<file path="src/rtl/core/ffve_pkg.sv">
// ----------------------------------------------------------------------------
// ffve_pkg
// shared types, codes and the hex digit helper of the form field extractor
// ----------------------------------------------------------------------------
package ffve_pkg;

  localparam logic [7:0] CH_NUL   = 8'h00;
  localparam logic [7:0] CH_EQ    = 8'h3d;
  localparam logic [7:0] CH_AMP   = 8'h26;
  localparam logic [7:0] CH_PCT   = 8'h25;
  localparam logic [7:0] CH_PLUS  = 8'h2b;
  localparam logic [7:0] CH_SPACE = 8'h20;
  localparam logic [7:0] CH_ZERO  = 8'h30;
  localparam logic [7:0] CH_NINE  = 8'h39;
  localparam logic [7:0] CH_UP_A  = 8'h41;
  localparam logic [7:0] CH_UP_Z  = 8'h5a;
  localparam logic [7:0] CH_LOW_A = 8'h61;
  localparam logic [7:0] HEX_TEN  = 8'd10;
  localparam logic [7:0] CASE_GAP = CH_LOW_A - CH_UP_A;
  localparam int         NIBBLE   = 4;

  localparam logic REG_KEY_TEXT   = 1'b0;
  localparam logic REG_KEY_LENGTH = 1'b1;

  typedef enum logic [1:0] {
    PH_SEARCH = 2'd0,
    PH_EQUALS = 2'd1,
    PH_VALUE  = 2'd2,
    PH_DONE   = 2'd3
  } phase_t;

  typedef enum logic [1:0] {
    PCT_NONE = 2'd0,
    PCT_ONE  = 2'd1,
    PCT_TWO  = 2'd2
  } pct_t;

  typedef enum logic [1:0] {
    KIND_VALUE  = 2'd0,
    KIND_DONE   = 2'd1,
    KIND_ABSENT = 2'd2,
    KIND_NO_EQ  = 2'd3
  } kind_t;

  typedef struct packed {
    logic [7:0] data;
    kind_t      kind;
    logic       fin;
  } res_t;

  typedef struct packed {
    logic [1:0] n;
    res_t       r0;
    res_t       r1;
  } push_t;

  function automatic logic [7:0] hex_val(input logic [7:0] c);
    logic [7:0] x;
    x = c;
    if (c >= CH_ZERO && c <= CH_NINE) begin
      return c - CH_ZERO;
    end
    if (c >= CH_UP_A && c <= CH_UP_Z) begin
      x = c + CASE_GAP;
    end
    return x - CH_LOW_A + HEX_TEN;
  endfunction

endpackage

</file>
<file path="src/rtl/core/ffve_if.sv">
// ----------------------------------------------------------------------------
// ffve_if
// valid/ready channels for body bytes and extracted results
// ----------------------------------------------------------------------------
interface ffve_body_if;
  logic       valid;
  logic       ready;
  logic [7:0] data_byte;
  logic       end_of_body;

  modport source (output valid, output data_byte, output end_of_body, input ready);
  modport sink (input valid, input data_byte, input end_of_body, output ready);
endinterface

interface ffve_result_if;
  logic       valid;
  logic       ready;
  logic [7:0] out_byte;
  logic [1:0] kind;
  logic       final_mark;

  modport source (output valid, output out_byte, output kind, output final_mark, input ready);
  modport sink (input valid, input out_byte, input kind, input final_mark, output ready);
endinterface

</file>
<file path="src/rtl/core/ffve_res_fifo.sv">
// ----------------------------------------------------------------------------
// ffve_res_fifo
// four entry result queue, takes up to two results per cycle, gives one per cycle while the sink is ready
// ----------------------------------------------------------------------------
module ffve_res_fifo
  import ffve_pkg::*;
(
  input  logic  clk,
  input  logic  rst,
  input  push_t push,
  output logic  space_ok,
  ffve_result_if.source result
);

  res_t       mem [4];
  logic [1:0] wr_ptr;
  logic [1:0] rd_ptr;
  logic [2:0] count;
  logic       pop;
  res_t       head;

  assign pop      = result.valid && result.ready;
  assign space_ok = (count <= 3'd2);
  assign head     = mem[rd_ptr];

  assign result.valid      = (count != 3'd0);
  assign result.out_byte   = head.data;
  assign result.kind       = head.kind;
  assign result.final_mark = head.fin;

  always_ff @(posedge clk) begin
    if (push.n != 2'd0) begin
      mem[wr_ptr] <= push.r0;
    end
    if (push.n == 2'd2) begin
      mem[wr_ptr + 2'd1] <= push.r1;
    end
  end

  always_ff @(posedge clk) begin
    if (rst) begin
      wr_ptr <= '0;
      rd_ptr <= '0;
      count  <= '0;
    end else begin
      wr_ptr <= wr_ptr + push.n;
      if (pop) begin
        rd_ptr <= rd_ptr + 2'd1;
      end
      count <= count + {1'b0, push.n} - {2'b00, pop};
    end
  end

endmodule

</file>
<file path="src/rtl/core/ffve_core.sv">
// ----------------------------------------------------------------------------
// ffve_core
// input register, key search and value decode state, per byte step logic
// ----------------------------------------------------------------------------
module ffve_core
  import ffve_pkg::*;
#(
  parameter int VALUE_LIMIT = 256,
  parameter int KEY_BYTES   = 8
) (
  input  logic        clk,
  input  logic        rst,
  input  logic        cfg_we,
  input  logic        cfg_index,
  input  logic [63:0] cfg_data,
  ffve_body_if.sink   body,
  input  logic        space_ok,
  output push_t       push
);

  localparam int CW = $clog2(VALUE_LIMIT + 1);
  localparam int SW = $clog2(KEY_BYTES + 1);

  typedef struct packed {
    logic [KEY_BYTES-1:0][7:0] recent;
    logic [SW-1:0]             seen;
    phase_t                    phase;
    pct_t                      pct;
    logic [7:0]                fhc;
    logic [CW-1:0]             cnt;
  } state_t;

  typedef struct packed {
    state_t     s;
    logic [1:0] n;
    res_t       r0;
    res_t       r1;
  } step_t;

  logic [63:0] key_text;
  logic [3:0]  key_length;
  logic [3:0]  klen;
  logic        in_full;
  logic [7:0]  in_byte;
  logic        in_last;
  logic        fire;
  state_t      st;
  state_t      st_next;
  step_t       x0;
  step_t       x1;
  step_t       x2;

  function automatic step_t put(input step_t x, input logic [7:0] b, input kind_t k,
                                input logic f);
    res_t r;
    r.data = b;
    r.kind = k;
    r.fin  = f;
    if (x.n == 2'd0) begin
      x.r0 = r;
    end else if (x.n == 2'd1) begin
      x.r1 = r;
    end
    if (x.n != 2'd2) begin
      x.n = x.n + 2'd1;
    end
    return x;
  endfunction

  function automatic step_t finish(input step_t x, input kind_t k);
    x = put(x, CH_NUL, k, 1'b1);
    x.s.phase = PH_DONE;
    x.s.pct   = PCT_NONE;
    return x;
  endfunction

  function automatic step_t emit(input step_t x, input logic [7:0] v);
    x = put(x, v, KIND_VALUE, 1'b0);
    x.s.cnt = x.s.cnt + 1'b1;
    if (x.s.cnt == CW'(VALUE_LIMIT)) begin
      x = finish(x, KIND_DONE);
    end
    return x;
  endfunction

  function automatic step_t plain(input step_t x, input logic [7:0] c);
    if (c == CH_NUL || c == CH_AMP) begin
      x = finish(x, KIND_DONE);
    end else if (c == CH_PCT) begin
      x.s.pct = PCT_ONE;
    end else if (c == CH_PLUS) begin
      x = emit(x, CH_SPACE);
    end else begin
      x = emit(x, c);
    end
    return x;
  endfunction

  function automatic step_t value(input step_t x, input logic [7:0] c);
    logic [7:0] hi;
    logic [7:0] lo;
    hi = hex_val(x.s.fhc);
    lo = hex_val(c);
    case (x.s.pct)
      PCT_ONE: begin
        if (c == CH_NUL) begin
          x = finish(x, KIND_DONE);
        end else begin
          x.s.fhc = c;
          x.s.pct = PCT_TWO;
        end
      end
      PCT_TWO: begin
        x.s.pct = PCT_NONE;
        if (c == CH_NUL) begin
          x = plain(x, x.s.fhc);
          if (x.s.phase != PH_DONE) begin
            x = finish(x, KIND_DONE);
          end
        end else begin
          x = emit(x, (hi << NIBBLE) | lo);
        end
      end
      default: begin
        x.s.pct = PCT_NONE;
        x = plain(x, c);
      end
    endcase
    return x;
  endfunction

  function automatic step_t process(input step_t x, input logic [7:0] c, input logic [3:0] kl,
                                    input logic [63:0] key);
    logic       match;
    logic [2:0] kidx;
    if (x.s.phase == PH_SEARCH && kl == 4'd0 && x.s.seen == '0) begin
      x.s.phase = PH_EQUALS;
    end
    case (x.s.phase)
      PH_SEARCH: begin
        if (c == CH_NUL) begin
          x = finish(x, KIND_ABSENT);
        end else begin
          for (int i = KEY_BYTES - 1; i > 0; i--) begin
            x.s.recent[i] = x.s.recent[i-1];
          end
          x.s.recent[0] = c;
          if (x.s.seen != SW'(KEY_BYTES)) begin
            x.s.seen = x.s.seen + 1'b1;
          end
          match = (4'(x.s.seen) >= kl);
          for (int p = 0; p < KEY_BYTES; p++) begin
            kidx = 3'(kl - 4'(p) - 4'd1);
            if (4'(p) < kl && x.s.recent[p] != key[8*kidx +: 8]) begin
              match = 1'b0;
            end
          end
          if (match) begin
            x.s.phase = PH_EQUALS;
          end
        end
      end
      PH_EQUALS: begin
        if (c == CH_EQ) begin
          x.s.phase = PH_VALUE;
          x.s.cnt   = '0;
        end else begin
          x = finish(x, KIND_NO_EQ);
        end
      end
      PH_VALUE: begin
        x = value(x, c);
      end
      default: begin
      end
    endcase
    return x;
  endfunction

  // config registers
  always_ff @(posedge clk) begin
    if (rst) begin
      key_text   <= '0;
      key_length <= '0;
    end else if (cfg_we) begin
      case (cfg_index)
        REG_KEY_TEXT:   key_text   <= cfg_data;
        REG_KEY_LENGTH: key_length <= cfg_data[3:0];
        default: begin
        end
      endcase
    end
  end

  assign klen       = (key_length > 4'(KEY_BYTES)) ? 4'(KEY_BYTES) : key_length;
  assign fire       = in_full && space_ok;
  assign body.ready = !in_full || fire;

  // input register
  always_ff @(posedge clk) begin
    if (body.valid && body.ready) begin
      in_byte <= body.data_byte;
      in_last <= body.end_of_body;
    end
  end

  always_ff @(posedge clk) begin
    if (rst) begin
      in_full <= 1'b0;
    end else if (body.valid && body.ready) begin
      in_full <= 1'b1;
    end else if (fire) begin
      in_full <= 1'b0;
    end
  end

  // body end acts as a trailing nul, then the state clears
  always_comb begin
    x0    = '0;
    x0.s  = st;
    x1    = process(x0, in_byte, klen, key_text);
    x2    = x1;
    if (in_last && x1.s.phase != PH_DONE) begin
      x2 = process(x1, CH_NUL, klen, key_text);
    end
    st_next = in_last ? state_t'('0) : x2.s;
    push    = '0;
    if (fire) begin
      push.n  = x2.n;
      push.r0 = x2.r0;
      push.r1 = x2.r1;
    end
  end

  always_ff @(posedge clk) begin
    if (rst) begin
      st <= '0;
    end else if (fire) begin
      st <= st_next;
    end
  end

endmodule

</file>
<file path="src/rtl/core/form_field_value_extractor_top.sv">
// ----------------------------------------------------------------------------
// form_field_value_extractor_top
// finds a configured key in a form-encoded body and streams its decoded value
// ----------------------------------------------------------------------------
// path: a byte is held in the input register until the queue has room, then its results enter the queue
// throughput: one body byte per cycle while the queue has room; bytes that yield two
//   results fill the four entry queue faster than its single-result output port drains it
// reset: synchronous rst clears the key registers, search state and queue
// ----------------------------------------------------------------------------
module form_field_value_extractor_top
  import ffve_pkg::*;
#(
  parameter int VALUE_LIMIT = 256,
  parameter int KEY_BYTES   = 8
) (
  input  logic           clk,
  input  logic           rst,
  input  logic           cfg_we,
  input  logic           cfg_index,
  input  logic [63:0]    cfg_data,
  ffve_body_if.sink      body,
  ffve_result_if.source  result
);

  push_t push;
  logic  space_ok;

  ffve_core #(
    .VALUE_LIMIT (VALUE_LIMIT),
    .KEY_BYTES   (KEY_BYTES)
  ) u_core (
    .clk       (clk),
    .rst       (rst),
    .cfg_we    (cfg_we),
    .cfg_index (cfg_index),
    .cfg_data  (cfg_data),
    .body      (body),
    .space_ok  (space_ok),
    .push      (push)
  );

  ffve_res_fifo u_fifo (
    .clk      (clk),
    .rst      (rst),
    .push     (push),
    .space_ok (space_ok),
    .result   (result)
  );

endmodule
</file>
<file path="src/flat_wrapper.sv">
// flat-port wrapper written by rule: the top's interface ports become plain ports
module form_field_value_extractor_top_flat import ffve_pkg::*;
#(
  parameter int VALUE_LIMIT = 256,
  parameter int KEY_BYTES   = 8
)
  (clk, rst, cfg_we, cfg_index, cfg_data, body_valid, body_data_byte, body_end_of_body, body_ready, result_valid, result_out_byte, result_kind, result_final_mark, result_ready);
  ffve_body_if body_i ();
  ffve_result_if result_i ();
  input  logic clk;
  input  logic rst;
  input  logic cfg_we;
  input  logic cfg_index;
  input  logic [63:0] cfg_data;
  input wire logic [$bits(body_i.valid)-1:0] body_valid;
  input wire logic [$bits(body_i.data_byte)-1:0] body_data_byte;
  input wire logic [$bits(body_i.end_of_body)-1:0] body_end_of_body;
  output wire logic [$bits(body_i.ready)-1:0] body_ready;
  output wire logic [$bits(result_i.valid)-1:0] result_valid;
  output wire logic [$bits(result_i.out_byte)-1:0] result_out_byte;
  output wire logic [$bits(result_i.kind)-1:0] result_kind;
  output wire logic [$bits(result_i.final_mark)-1:0] result_final_mark;
  input wire logic [$bits(result_i.ready)-1:0] result_ready;
  assign body_i.valid = body_valid;
  assign body_i.data_byte = body_data_byte;
  assign body_i.end_of_body = body_end_of_body;
  assign body_ready = body_i.ready;
  assign result_valid = result_i.valid;
  assign result_out_byte = result_i.out_byte;
  assign result_kind = result_i.kind;
  assign result_final_mark = result_i.final_mark;
  assign result_i.ready = result_ready;
  form_field_value_extractor_top #(.VALUE_LIMIT(VALUE_LIMIT), .KEY_BYTES(KEY_BYTES)) u_core (.clk(clk), .rst(rst), .cfg_we(cfg_we), .cfg_index(cfg_index), .cfg_data(cfg_data), .body(body_i), .result(result_i));
endmodule
</file>
<file path="config.mk">
export PLATFORM = sky130hd
export DESIGN_NAME = form_field_value_extractor_top_flat
export DESIGN_NICKNAME = d
export VERILOG_FILES = /design/src/rtl/core/ffve_pkg.sv /design/src/rtl/core/ffve_if.sv /design/src/rtl/core/ffve_res_fifo.sv /design/src/rtl/core/ffve_core.sv /design/src/rtl/core/form_field_value_extractor_top.sv /design/src/flat_wrapper.sv
export SDC_FILE = /design/constraint.sdc
export NUM_CORES = 1
export LEC_CHECK = 0
export BUFFER_PORTS_ARGS = -buffer_cell sky130_fd_sc_hd__buf_2
export CORE_MARGIN = 2
export CORE_UTILIZATION = 63
export DETAILED_ROUTE_END_ITERATION = 10
export GPL_ROUTABILITY_DRIVEN = 1
export PLACE_DENSITY = 0.82
export SETUP_SLACK_MARGIN = 0.15
export SLEW_MARGIN = 10
export SYNTH_ARGS = -nofsm -noshare
export SYNTH_HDL_FRONTEND = slang
export SYNTH_SLANG_ARGS = --single-unit
</file>
<file path="constraint.sdc">
create_clock -name clk -period 8.6 [get_ports clk]
set_input_delay 0.86 -clock clk [delete_from_list [all_inputs] [get_ports clk]]
set_output_delay 0.86 -clock clk [all_outputs]
set_load 0.1 [all_outputs]
</file>
=== Word-level counts from Yosys, hierarchy flattened ===
Memories as Yosys holds them, arrays and structs flattened. A register that Yosys moved wholly into a read port is not among the register bits.
Cells that the tools add are included.

* $add $sub $neg: 40
* Magnitude comparators: 19
* Eq/ne operators: 52
* Shift operators: 8
* Mux-type cells: 178
* Bitwise operators: 2
* Reduce and logical (&&, ||, !) cells: 51

{| class="wikitable"
|+ Operator list
! cell !! count
|-
| $mux 113 || 9
|-
| $pmux 113 s3 || 2
|-
| $mux 45 || 15
|-
| $shiftx 64x7->8 || 8
|-
| $mux 11 || 30
|-
| $pmux 113 s2 || 1
|-
| $mux 2 || 70
|-
| $mux 41 || 3
|-
| $mux 89 || 1
|-
| $eq 8x6->1 const B || 10
|-
| $mux 70 || 1
|-
| $ne 8x8->1 || 8
|-
| $mux 8 || 6
|-
| $mux 23 || 2
|-
| $mux 43 || 1
|-
| $mux 4 || 10
|-
| $logic_not 2->1 || 14
|-
| $mux 9 || 3
|-
| $eq 2x1->1 const B || 13
|-
| $ne 2x2->1 const B || 13
|-
| $add 2x1->2 const B || 12
|-
| $logic_not 8->1 || 3
|-
| $mux 24 || 1
|-
| $sub 3x1->3 const B || 8
|-
| 38 further kinds || 106
|}

* Bits in registers: 174
* Memory bits (writable): 44
* Input port bits: 79
* Output and inout bits: 13
* Logic and storage cells: 372
* Memories: 1

{| class="wikitable"
|+ Memory list
! name !! words !! bits a word !! read ports !! clocked after memory_dff !! write ports !! RTL line !! text
|-
| u_core.u_fifo.mem || 4 || 11 || 1 || 1 || 2 || ffve_res_fifo.sv:15 || <nowiki>res_t mem [4];</nowiki>
|}

=== Longest topological paths before layout ===
* Word-level depth: 54
* Depth in mapped cells: 31
* Mapped depth without buffers: 29

=== Hierarchy ===
From an unflattened synthesis, not the netlist that was laid out.

* Cell total of the unflattened synthesis: 1780
* Area, all modules: 16070.4 um^2

{| class="wikitable"
|+ Modules (own cells, without submodules)
! module !! times used !! cells each !! area each (um^2) !! sequential area each (um^2)
|-
| ffve_core || 1 || 1624 || 13342.8 || 3273.1
|-
| ffve_res_fifo || 1 || 156 || 2727.6 || 1501.4
|}

=== Worst setup path after synthesis ===
OpenSTA, ideal clock, no wires.

* Kind: reg2reg
* Start point: register u_core.u_core.key_length[3]
* End point: memory u_core.u_fifo.mem[1][8] (netlist bit) (data pin)
* Setup time: 0.260 ns
* Arrival time: 6.472 ns
* Required time: 8.340 ns
* Slack: 1.867 ns
* Cell stages (with the launch flop): 26
* Path buffers: 8
* Clock period less this slack: 6.733 ns
* Path through: dfxtp_1 -> clkbuf_1 -> nor2b_1 -> buf_2 -> inv_2 -> buf_2 -> buf_2 -> buf_2 -> buf_2 -> ha_1 -> or3b_2 -> o21ai_4 -> nand3_1 -> buf_2 -> or4_1 -> o221a_2 -> or4b_2 -> a21oi_1 -> a311oi_2 -> ha_1 -> o311ai_0 -> a31o_4 -> inv_2 -> or4_4 -> buf_6 -> mux2_4

{| class="wikitable"
|+ RTL lines
! item !! RTL line !! text
|-
| from (decl) || ffve_core.sv:41 || <nowiki>logic [3:0] key_length;</nowiki>
|-
| from (signal assigned) || ffve_core.sv:188 || <nowiki>REG_KEY_LENGTH: key_length <= cfg_data[3:0];</nowiki>
|-
| to (decl) || ffve_res_fifo.sv:15 ||
|}

==> impl_results.md <==
- Status: finished clean
- Min-Delay Path Class: in2reg
- Post-synth top area share: 0.1973
- CTS Sinks: 212
- DR iter-0 viols: 2,166
- Finished Layout Cells: 2,214
- Worst setup SP type: flop
- Least-Margin Pin Slew: 1207 ps
- WHS: 504.2 ps
- Leakage: 6.746 nW
- Initial Util: 0.6405
- Max-slew headroom: 0.1956
- #FFs+latches synth: 212
- Final count of negative-setup-slack endpoints: 0
- Top cell type by total area after synthesis: dfxtp_1
- Peak supply drop: 233.6 µV
- Row cnt: 58
- Power Density: 184.2 nW/µm²
- GRT Resource Usage Total: 0.4011
- GP Congestion: 1.024
- Unique masters post-synth: 107
- Num ports: 92
- Initial antenna violation count: 0
- CTS max path bufs: 3
- Vias in the first global route: 14,580
- Die W: 164.0 µm
- Initial DRT Pass Iterations: 6
- Crit. End Element: flop
- Synthesized Nets: 1,994
- H-tree levels: 1
- Full die area: 26,900 µm²
- DRC viols: 0
- Post-Syn Area: 16,130 µm²
- WHS Path Cells: 1
- # Post-CTS Setup Buffers: 0
- N_diodes: 0
- Leading cell type in the layout, fill and taps excluded: nand2_1
- CP dominant cell by count: ha_1
- Final WL: 54,370 µm
- WL/cell: 24.56 µm
- Global-route wire length before repair: 83,860 µm
- DP Wirelength: 39,050 µm
- Via count: 15,680
- R2r setup slk: 1440 ps
- Number of synthesized flops with an enable pin: 53
- Max Cap Viol: 0
- Min Tclk post-route: 7163 ps
- Layout cells sized above 1: 0.1470
- Root cell of the clock tree: clkbuf_16
- Clock-pin slew on the worst setup and hold paths: 70 ps
- Pins over their slew limit: 0
- DRT antenna net count: 0
- Later-pin clock latency in the skew report: 530 ps
- Final hold vios: 0
- Ys async rst share: 0
- Main synth FF type: dfxtp_1
- RR Endpoint: u_core.u_fifo.mem[0][9]$_DFFE_PP_
- Nets: 1,989
- # hold bufs at CTS: 0
- Synth Instances: 1,871
- Num CTS Buffers: 25
- Register-to-Register Path Depth: 26
- Period utilization: 0.8330
- Final setup TNS: 0 ps
- Max Freq: 139.6 MHz
- Clk_skew: 14.13 ps
- Dpl cells: 2,169
- TritonCTS clock tree: built
- Max FO, Critical Path: 12
- Drt via density: 7.082
- Post-synthesis sequential area ratio: 0.2960
- IO Port Bufs: 91
- Most frequent cells in the layout: 237 x nand2_1, 163 x nor2_1, 158 x dfxtp_1
- Hold Path Sink: u_core.u_core.in_byte[3]$_DFFE_PP_
- Crit-path max cell delay: 940 ps
- Post-cts resize count: 0
- Required time of the critical path: 8830 ps
- Synth top area cells: dfxtp_1 20%, edfxtp_1 9.9%, mux4_2 8.7%
- Hold_sp: body_data_byte[3]
- YS warnings: 0
- Arr. time, crit path: 7390 ps
- RSZ-0062 raised after global routing: false
- Reg2reg start: u_core.u_core.st[1]$_SDFFE_PP0P_
- Crit-path slowest cell: a2111oi_1
- Largest net degree at the start of global routing: 81
- CP Class: reg2reg
- Syn avg cell area: 8.621 µm²
- Core Region: 25,180 µm²
- Die height: 164.0 µm
- Area Growth Syn to Fin: 8.285%
- Grt ovf: 0
## worst max path at each step
stage | startpoint | endpoint | cells after the start
global placement | u_core.u_core.st[1]$_SDFFE_PP0P_ | u_core.u_fifo.mem[0][2]$_DFFE_PP_ | 26
CTS | u_core.u_core.st[0]$_SDFFE_PP0P_ | u_core.u_fifo.mem[0][9]$_DFFE_PP_ | 26
detailed placement | u_core.u_core.st[0]$_SDFFE_PP0P_ | u_core.u_fifo.mem[0][4]$_DFFE_PP_ | 26
finish | u_core.u_core.st[1]$_SDFFE_PP0P_ | u_core.u_fifo.mem[0][9]$_DFFE_PP_ | 26
global route | u_core.u_core.st[1]$_SDFFE_PP0P_ | u_core.u_fifo.mem[0][4]$_DFFE_PP_ | 26
floorplan | u_core.u_core.key_length[3]$_SDFFE_PP0P_ | u_core.u_fifo.mem[1][8]$_DFFE_PP_ | 25
## layout make-up
| cell class | count | area [µm²] |
|---|---|---|
| clock inverter | 15 | 172.7 |
| inverter | 51 | 191.4 |
| fill | 2015 | 7716 |
| tap | 330 | 412.9 |
| multi-input combinational | 1460 | 10600 |
| clock buffer | 30 | 664.4 |
| timing repair buffer | 116 | 645.6 |
| sequential | 212 | 4776 |
## cell families (layout without fill, tap and decap cells)
logic type | Yosys count | after routing | synth area share
AO/OA/AOI/OAI | 462 | 462 | 0.1960
XOR/XNOR | 109 | 109 | 0.05919
adder cells (fa/ha/maj) | 44 | 44 | 0.03460
buffers and inverters | 199 | 212 | 0.04872
flip-flops | 212 | 212 | 0.2960
multiplexers | 199 | 199 | 0.1728
AND/OR/NAND/NOR | 646 | 646 | 0.1927
## power breakdown
part	leakage (nW)	switching, mW	total (mW)	internal [mW]
sequential	1.79	0.0883	1.16	1.07
combinational	4.55	0.648	0.959	0.311
clock	0.405	0.450	1.09	0.644
total	6.75	1.19	3.22	2.03
## critical path: cells and delay by family (launching register included)
| family | cells | cell delay [ps] |
|---|---|---|
| AOI/OAI and AO/OA | 12 | 3180 |
| adders and majority gates | 4 | 1140 |
| DFF | 1 | 450 |
| buffers and inverters | 4 | 660 |
| and+or+nand+nor | 6 | 1420 |
## synth_stat cells (all sizes together), types with 45 or more instances
master,instances
a21oi,127
a22oi,80
clkbuf,105
dfxtp,159
edfxtp,53
inv,48
mux2i,125
mux4,62
nand2,238
nand3,45
nor2,166
o21ai,62
xnor2,61
xor2,48
## layer usage
metal  part of all wire  track usage  vias to the layer above
li1                   -            -                     6945
met3              0.098      0.06540                      252
met4              0.081       0.2656                        0
met1               0.36       0.4937                     7394
met2               0.46       0.6509                     1088
met5                  0            0                        -
## flip-flops by register name (all words and copies together), names as in the netlist, named ones only
signal	count
u_core.u_core.st	81
u_core.u_core.key_text	64
u_core.u_core.key_length	4
u_core.u_fifo.count	3
u_core.u_core.in_full	1
u_core.u_fifo.rd_ptr	2
u_core.u_core.in_byte	8
u_core.u_fifo.mem	44
u_core.u_core.in_last	1
u_core.u_fifo.wr_ptr	2
## stage by stage
stage | utilization | worst slack (ps) | area (µm²) | power (mW)
floorplan | - | 1867 | 16130 | 1.871
global placement | 0.6603 | 1950 | 16630 | 2.093
detailed placement | 0.6603 | 1623 | 16630 | 2.111
CTS | 0.6936 | 1598 | 17470 | 3.196
global route | 0.6936 | 961.5 | 17470 | 3.317
finish | 0.6936 | 1437 | 17470 | 3.216
(Power assumes the default switching activity.)
